<file path="src/fpundo_pkg.sv">
// Shared types and constants for the floating-point predictor undo block.
`default_nettype none
package fpundo_pkg;

    localparam int DEF_MAX_SAMPLES = 4096;
    localparam int DEF_MAX_BPS     = 8;

    localparam int CFG_IDX_W  = 2;
    localparam int CFG_DATA_W = 13;

    localparam logic [CFG_IDX_W-1:0] CFG_BYTES_PER_SAMPLE    = 2'd0;
    localparam logic [CFG_IDX_W-1:0] CFG_SAMPLES_PER_LINE    = 2'd1;
    localparam logic [CFG_IDX_W-1:0] CFG_LITTLE_ENDIAN_ORDER = 2'd2;

    localparam logic [3:0]  RST_BYTES_PER_SAMPLE    = 4'd4;
    localparam logic [12:0] RST_SAMPLES_PER_LINE    = 13'd4096;
    localparam logic        RST_LITTLE_ENDIAN_ORDER = 1'b1;

    localparam int IN_DATA_W  = 8;
    localparam int OUT_WORD_W = 64;
    localparam int OUT_IDX_W  = 12;
    localparam int OUT_DATA_W = 80;

    // Live configuration after range clamping.
    typedef struct packed {
        logic [3:0] bps;
        logic       little_endian;
    } t_cfg;

    // What travels with a byte of the last plane toward the output.
    typedef struct packed {
        logic [7:0]           sum;
        logic [OUT_IDX_W-1:0] index;
        logic                 last;
    } t_item;

endpackage
`default_nettype wire

</file>
<file path="src/fpundo_ctrl.sv">
// Configuration registers, running byte sum and plane and sample counters.
`default_nettype none
module fpundo_ctrl #(
    parameter int MAX_SAMPLES = fpundo_pkg::DEF_MAX_SAMPLES,
    parameter int MAX_BPS     = fpundo_pkg::DEF_MAX_BPS,
    parameter int SW          = (MAX_SAMPLES > 1) ? $clog2(MAX_SAMPLES) : 1,
    parameter int PW          = (MAX_BPS > 1) ? $clog2(MAX_BPS) : 1
) (
    input  wire logic                              i_clk,
    input  wire logic                              i_rst_n,
    input  wire logic                              i_cfg_we,
    input  wire logic [fpundo_pkg::CFG_IDX_W-1:0]  i_cfg_index,
    input  wire logic [fpundo_pkg::CFG_DATA_W-1:0] i_cfg_data,
    input  wire logic                              i_accept,
    input  wire logic [7:0]                        i_byte,
    output      fpundo_pkg::t_cfg                  o_cfg,
    output      fpundo_pkg::t_item                 o_item,
    output      logic                              o_wr_en,
    output      logic                              o_rd_en,
    output      logic [PW-1:0]                     o_plane,
    output      logic [SW-1:0]                     o_addr
);
    import fpundo_pkg::*;

    localparam int SPLW = ($clog2(MAX_SAMPLES + 1) > 13) ? $clog2(MAX_SAMPLES + 1) : 13;

    logic [3:0]    r_bps;
    logic [12:0]   r_spl;
    logic          r_le;
    logic [7:0]    r_sum;
    logic [PW-1:0] r_plane;
    logic [SW-1:0] r_sample;

    logic [7:0]      n_sum;
    logic [PW-1:0]   n_plane;
    logic [SW-1:0]   n_sample;
    logic [3:0]      bps_eff;
    logic [SPLW-1:0] spl_eff;
    logic            final_plane;
    logic            last_sample;

    always_comb begin
        if (r_bps == 4'd0) begin
            bps_eff = 4'd1;
        end else if (r_bps > 4'(MAX_BPS)) begin
            bps_eff = 4'(MAX_BPS);
        end else begin
            bps_eff = r_bps;
        end
        if (r_spl == 13'd0) begin
            spl_eff = SPLW'(1);
        end else if (SPLW'(r_spl) > SPLW'(MAX_SAMPLES)) begin
            spl_eff = SPLW'(MAX_SAMPLES);
        end else begin
            spl_eff = SPLW'(r_spl);
        end
    end

    assign final_plane = (4'(r_plane) == bps_eff - 4'd1);
    assign last_sample = (SPLW'(r_sample) == spl_eff - SPLW'(1));

    always_comb begin
        n_sum    = r_sum + i_byte;
        n_plane  = r_plane;
        n_sample = r_sample;
        if (i_accept) begin
            if (!final_plane) begin
                if (last_sample) begin
                    n_sample = '0;
                    n_plane  = r_plane + PW'(1);
                end else begin
                    n_sample = r_sample + SW'(1);
                end
            end else if (last_sample) begin
                n_sample = '0;
                n_plane  = '0;
            end else begin
                n_sample = r_sample + SW'(1);
            end
        end
    end

    always_ff @(posedge i_clk) begin
        if (!i_rst_n) begin
            r_bps    <= RST_BYTES_PER_SAMPLE;
            r_spl    <= RST_SAMPLES_PER_LINE;
            r_le     <= RST_LITTLE_ENDIAN_ORDER;
            r_sum    <= '0;
            r_plane  <= '0;
            r_sample <= '0;
        end else if (i_cfg_we) begin
            // Any write, also to an unused index, starts a fresh line.
            unique case (i_cfg_index)
                CFG_BYTES_PER_SAMPLE:    r_bps <= i_cfg_data[3:0];
                CFG_SAMPLES_PER_LINE:    r_spl <= i_cfg_data[12:0];
                CFG_LITTLE_ENDIAN_ORDER: r_le  <= i_cfg_data[0];
                default: ;
            endcase
            r_sum    <= '0;
            r_plane  <= '0;
            r_sample <= '0;
        end else if (i_accept) begin
            r_sum    <= (final_plane && last_sample) ? 8'd0 : n_sum;
            r_plane  <= n_plane;
            r_sample <= n_sample;
        end
    end

    assign o_cfg.bps           = bps_eff;
    assign o_cfg.little_endian = r_le;
    assign o_item.sum          = n_sum;
    assign o_item.index        = OUT_IDX_W'(r_sample);
    assign o_item.last         = last_sample;
    assign o_wr_en             = i_accept && !final_plane;
    assign o_rd_en             = i_accept && final_plane;
    assign o_plane             = r_plane;
    assign o_addr              = r_sample;

    a_plane_range: assert property (@(posedge i_clk) disable iff (!i_rst_n)
        4'(r_plane) < bps_eff)
        else $error("plane counter beyond the last plane");

    a_sample_range: assert property (@(posedge i_clk) disable iff (!i_rst_n)
        SPLW'(r_sample) < spl_eff)
        else $error("sample counter beyond the line length");

    a_line_restart: assert property (@(posedge i_clk) disable iff (!i_rst_n)
        (i_accept && final_plane && last_sample && !i_cfg_we)
        |=> (r_sum == 8'd0 && r_plane == '0 && r_sample == '0))
        else $error("line did not restart after its last sample");

    a_store_access: assert property (@(posedge i_clk) disable iff (!i_rst_n)
        !(o_wr_en && o_rd_en))
        else $error("row store written and read by the same item");

endmodule
`default_nettype wire

</file>
<file path="config.mk">
export PLATFORM = sky130hd
export DESIGN_NAME = fpundo_ctrl
export DESIGN_NICKNAME = d
export VERILOG_FILES = /design/src/fpundo_pkg.sv /design/src/fpundo_ctrl.sv
export SDC_FILE = /design/constraint.sdc
export NUM_CORES = 1
export LEC_CHECK = 0
export BUFFER_PORTS_ARGS = -buffer_cell sky130_fd_sc_hd__buf_2
export CORE_ASPECT_RATIO = 1.5
export CORE_UTILIZATION = 49
export DETAILED_ROUTE_END_ITERATION = 12
export HOLD_SLACK_MARGIN = 0.05
export PLACE_DENSITY = 0.82
export REMOVE_ABC_BUFFERS = 1
export SLEW_MARGIN = 5
export SYNTH_ARGS = -nofsm -noshare
export SYNTH_HDL_FRONTEND = slang
export SYNTH_SLANG_ARGS = --single-unit
</file>
<file path="constraint.sdc">
create_clock -name i_clk -period 4.15 [get_ports i_clk]
set_input_delay 1.0375 -clock i_clk [delete_from_list [all_inputs] [get_ports i_clk]]
set_output_delay 1.0375 -clock i_clk [all_outputs]
set_load 0.02 [all_outputs]
</file>
Word level (Yosys, flattened, before mapping) --
Cells that the tools add are included. Widths: inputs -> output; s select.
Word-level totals: output and inout bits 43, ROM bits 0, memories kept 0, memory bits (writable) 0, register bits 41, latch bits 0
Operators by class: multiply operators 0, multiplexer cells 9, equality and inequality tests 4, bitwise operators 1, shift-type cells 0, $lt $le $gt $ge 2, divide/modulo/power cells 0, add/sub/neg operators 5, reductions and logical operators 12
Operators with widths (count):
- $mux 13 | 2
- $eq 12x13->1 | 1
- $gt 13x13->1 const B | 1
- $logic_not 13->1 | 1
- $sub 13x1->13 const B | 1
- $add 12x1->12 const B | 1
- $mux 12 | 1
- $mux 3 | 3
- $add 8x8->8 | 1
- $mux 4 | 2
- $mux 8 | 1
- $reduce_and 2->1 | 4
- $eq 3x4->1 | 1
- $gt 4x4->1 const B | 1
- $logic_not 4->1 | 1
- $sub 4x1->4 const B | 1
- $add 3x1->3 const B | 1
- $logic_and 1x1->1 | 3
- $eq 2x1->1 const B | 1
- $eq 2x2->1 const B | 1
- $logic_not 2->1 | 1
- $reduce_or 2->1 | 1
- $logic_not 1->1 | 1
- $not 1->1 | 1

Depth between registers and ports, before layout --
depth after elaboration 7, depth in mapped cells 14

Worst setup path after synthesis --
Ideal clock, no wire load.
path type register -> output, start reg r_spl[5], end out o_item[0] in the netlist's numbering, stages on the path, launching flop included 14, setup slack 41 ps, required time 3113 ps, arrival 3071 ps, buffers on the path 3, cell sequence dfxtp_1 -> buf_6 -> or4_4 -> o41ai_2 -> inv_1 -> ha_1 -> clkbuf_1 -> xnor3_1 -> a21oi_1 -> a41oi_1 -> o2111ai_1 -> nor4b_4 -> and3_1 -> buf_4
Between the ends: cells in the longest elaborated chain, start to end 5, elaborated cells on any way between the ends 6, those cells by class add/sub (1); order compare (1); eq/ne (1); mux (2); reduce/logical (1)
RTL lines:
- start, declared | RTL line fpundo_ctrl.sv:28 | logic [12:0] r_spl;
- start signal, assigned | RTL line fpundo_ctrl.sv:95 | CFG_SAMPLES_PER_LINE: r_spl <= i_cfg_data[12:0];
- $gt 13x13->1 | RTL line fpundo_ctrl.sv:52 | end else if (SPLW'(r_spl) > SPLW'(MAX_SAMPLES)) begin
- $mux 13 | RTL line fpundo_ctrl.sv:52
- $mux 13 (*) | RTL line fpundo_ctrl.sv:50 | if (r_spl == 13'd0) begin
- $sub 13x1->13 (*) | RTL line fpundo_ctrl.sv:60 | assign last_sample = (SPLW'(r_sample) == spl_eff - SPLW'(1));
- $eq 12x13->1 (*) | RTL line fpundo_ctrl.sv:60
- end, declared | RTL line fpundo_ctrl.sv:17 | output fpundo_pkg::t_item o_item,
Mark *: on every way between the ends. The rest lies on a longest branch, timed or not.

==> run metrics <==
first-pass GRT wire length 10930 um; Switching Power 256.8 uW; Finish-stage setup viols 1; height of the die 96.19 um; slew at the pin closest to its max-slew limit 0.7662 ns; most frequent cells after synthesis nand2_1 (50), dfxtp_1 (41), nor2_1 (26), xnor2_1 (20), a21boi_0 (17); register-to-register setup slack 0.82 ns; final worst-path setup slack -0.02434 ns; TritonCTS Buffers 5; number of hold violations in the final report 0; worst-path fanout max 6; EDFF count, synth 0; sinks on the clock net 41; count of standard-cell rows 33; Relative slew margins 48.81%; beginning of the worst register-to-register path r_spl[5]; depth of the CTS H-tree 2; Die Footprint 6232 um2; pre-CTS WS 0.04592 ns; capturing point of the worst reg2reg path r_sum[3]; Int Pwr 685.0 uW; final net count 454; number of standard cells in the layout, taps in and fillers out 486; clock root buffer master clkbuf_8; ports placed on the boundary 70; Clock Pin Slew Worst Setup and Hold Paths 0.07 ns; area share of the largest cell type after synthesis 28.32%; unrepaired setup endpoints after global routing true; status finished with violations; via density per instance 5.667; share of the yosys chip area belonging to registers 28.32%; core region area 5574 um2; per-cell routed wire length 13.72 um; cell count after synthesis 355; DP HPWL 4867 um; initial antenna violation count 0; yosys warns 0; number of hold buffers added after CTS 0; post-route fraction of the period consumed by the critical path 100.6%; worst endpoint data arrival time 3.14 ns; relative area change from synthesis to final layout 19.26%; fraction of registers with async set or reset after synthesis 0%; timing-limited maximum frequency 239.6 MHz; # fillers 506; ANT nets after route 0; Syn Area/Cell 8.163 um2; first-pass detailed-route iteration total 5; worst setup path endpoint o_item[0]; CTS tree yes; r2r worst-path depth 12; dominant cells by area after synthesis dfxtp_1 (28%), nand2_1 (6.5%), xnor2_1 (6.0%); number of placed instances, taps included 471; effective utilization at floorplan 51.99%; worst skew pair latency 0.30 ns; cell type contributing the most total cell area after synthesis dfxtp_1; fraction of final layout cells with drive strength greater than 1 28.61%; routed via count 2754; launch point of the critical path r_spl[5]; DRT Wirelength 6669 um; most common cell in the netlist nand2_1; Critical Path Start Type register; final RePlAce weighted congestion 0.8789; Cell Pwr Density 272.5 nW/um2; IO Port Bufs 69; Yosys reg bits 41; grt total ovfl 0; final-report max-slew violation count 0; final critical path time including I/O delays and setup 4.174 ns; Leak Pwr 0.001476 uW; count of different cell masters after synthesis 62; via count of the first global-routing pass 2463; number of design rule violations left after detail routing 0; failing checks negative setup slack; final setup TNS -0.02434 ns; DRT iter0 DRCs 141; Syn Std Cell Area 2898 um2; category of the most critical setup path register to output port; number of antenna repair diodes 0; class of the most critical hold timing path register to register; Switching Share 27.27%; Required @ worst endpoint 3.11 ns; aggregate global-route resource usage 22.30%; largest vdd supply drop 0.1964 mV; total of max-cap violations 0; Crit. End Element output port; Die Span X 64.79 um; maximum clock insertion buffer count 2; dominant synthesized flop cell dfxtp_1; Sequential Power Share 43.8%; clk_skew 0.009785 ns; clock share of power 35.2%; pin count of the biggest net entering global routing 21; portion of total power attributed to combinational logic 20.9%
==> state kept, by name, summed over array words and instances, names as in the netlist <==
name / cells
r_bps: 4
o_plane: 3
o_addr: 12
r_le: 1
r_sum: 8
r_spl: 13
==> final cells by class <==
cell class	count	area (um2)	share of cell area (%)
Clock buffer	7	86.33	2.498
Inverter	15	56.30	1.629
Tap cell	70	87.58	2.534
Sequential cell	41	824.5	23.86
Clock inverter	1	30.03	0.8689
Timing Repair Buffer	88	498.0	14.41
Multi-Input combinational cell	264	1873	54.20
==> worst max-delay path, stage by stage, from the launching register on <==
cell	delay [ns]
dfxtp_1	0.32
or4_4	0.56
o41ai_4	0.38
inv_2	0.08
ha_4	0.19
buf_6	0.12
nand3_1	0.08
mux2i_1	0.26
o2111ai_2	0.20
nor4b_4	0.31
and3_4	0.23
buf_6	0.11
==> cell families (layout without fill, tap and decap cells) <==
kind of cell,count (synthesis),after routing,synth area share [%]
xor+xnor,28,28,8.938
simple gates,143,143,26.17
mux,11,11,3.929
buf+inv,50,111,9.067
flops,41,41,28.32
fa+ha+maj,12,12,5.440
compound gates,70,70,18.14
==> metal layers <==
layer	global-route usage [%]	vias up	wire, um
met5	0	-	0
met4	9.444	0	152
met3	3.910	12	271
met2	40.45	84	3507
met1	25.22	1310	2738
li1	-	1348	-
==> power by group through the flow <==
stage                     Sequential, uW  Combinational (uW)  Clock (uW)
after global placement               421                 183           0
after global routing                 414                 215         355
after floorplan                      427                 120           0
after detailed placement             422                 187           0
after CTS                            413                 195         336
final                                413                 197         332
==> worst min path at each step <==
stage / from / endpoint / depth (start not counted)
final: r_le / r_le / 2
after floorplan: r_bps[2] / r_bps[2] / 2
after CTS: r_le / r_le / 2
after global routing: r_le / r_le / 2
after detailed placement: r_le / r_le / 2
after global placement: r_le / r_le / 2
==> stage by stage <==
stage | hold slack, ns | area, um2 | total power (uW) | util [%]
global route | 0.5275 | 3456 | 983.8 | 62.00
floorplan | 0.4563 | 2691 | 547.4 | -
CTS | 0.4895 | 3433 | 943.6 | 61.59
finish | 0.4825 | 3456 | 941.7 | 62.00
detailed placement | 0.4657 | 3214 | 608.6 | 57.67
global placement | 0.4592 | 3214 | 604.6 | 57.67
==> layout by cell type, fill, tap and decap left out, types with 6 or more instances in the layout <==
| master | count |
|---|---|
| a41oi_1 | 7 |
| xor2_1 | 7 |
| dfxtp_1 | 40 |
| nand2_1 | 50 |
| xnor2_1 | 20 |
| a21boi_0 | 17 |
| inv_1 | 13 |
| ha_1 | 10 |
| nor2b_1 | 8 |
| buf_4 | 18 |
| mux2i_1 | 10 |
| a21oi_1 | 8 |
| nor3_1 | 9 |
| buf_2 | 68 |
| clkbuf_8 | 6 |
| o21ai_0 | 8 |
| nor2_1 | 26 |
==> timing repair <==
action                                  CTS  global route
buffers inserted                          6             1
resized for setup                        15             3
endpoints found under the setup margin    1             1
pin swaps                                 5             3
No activity file was read; power rests on OpenSTA's default activity.
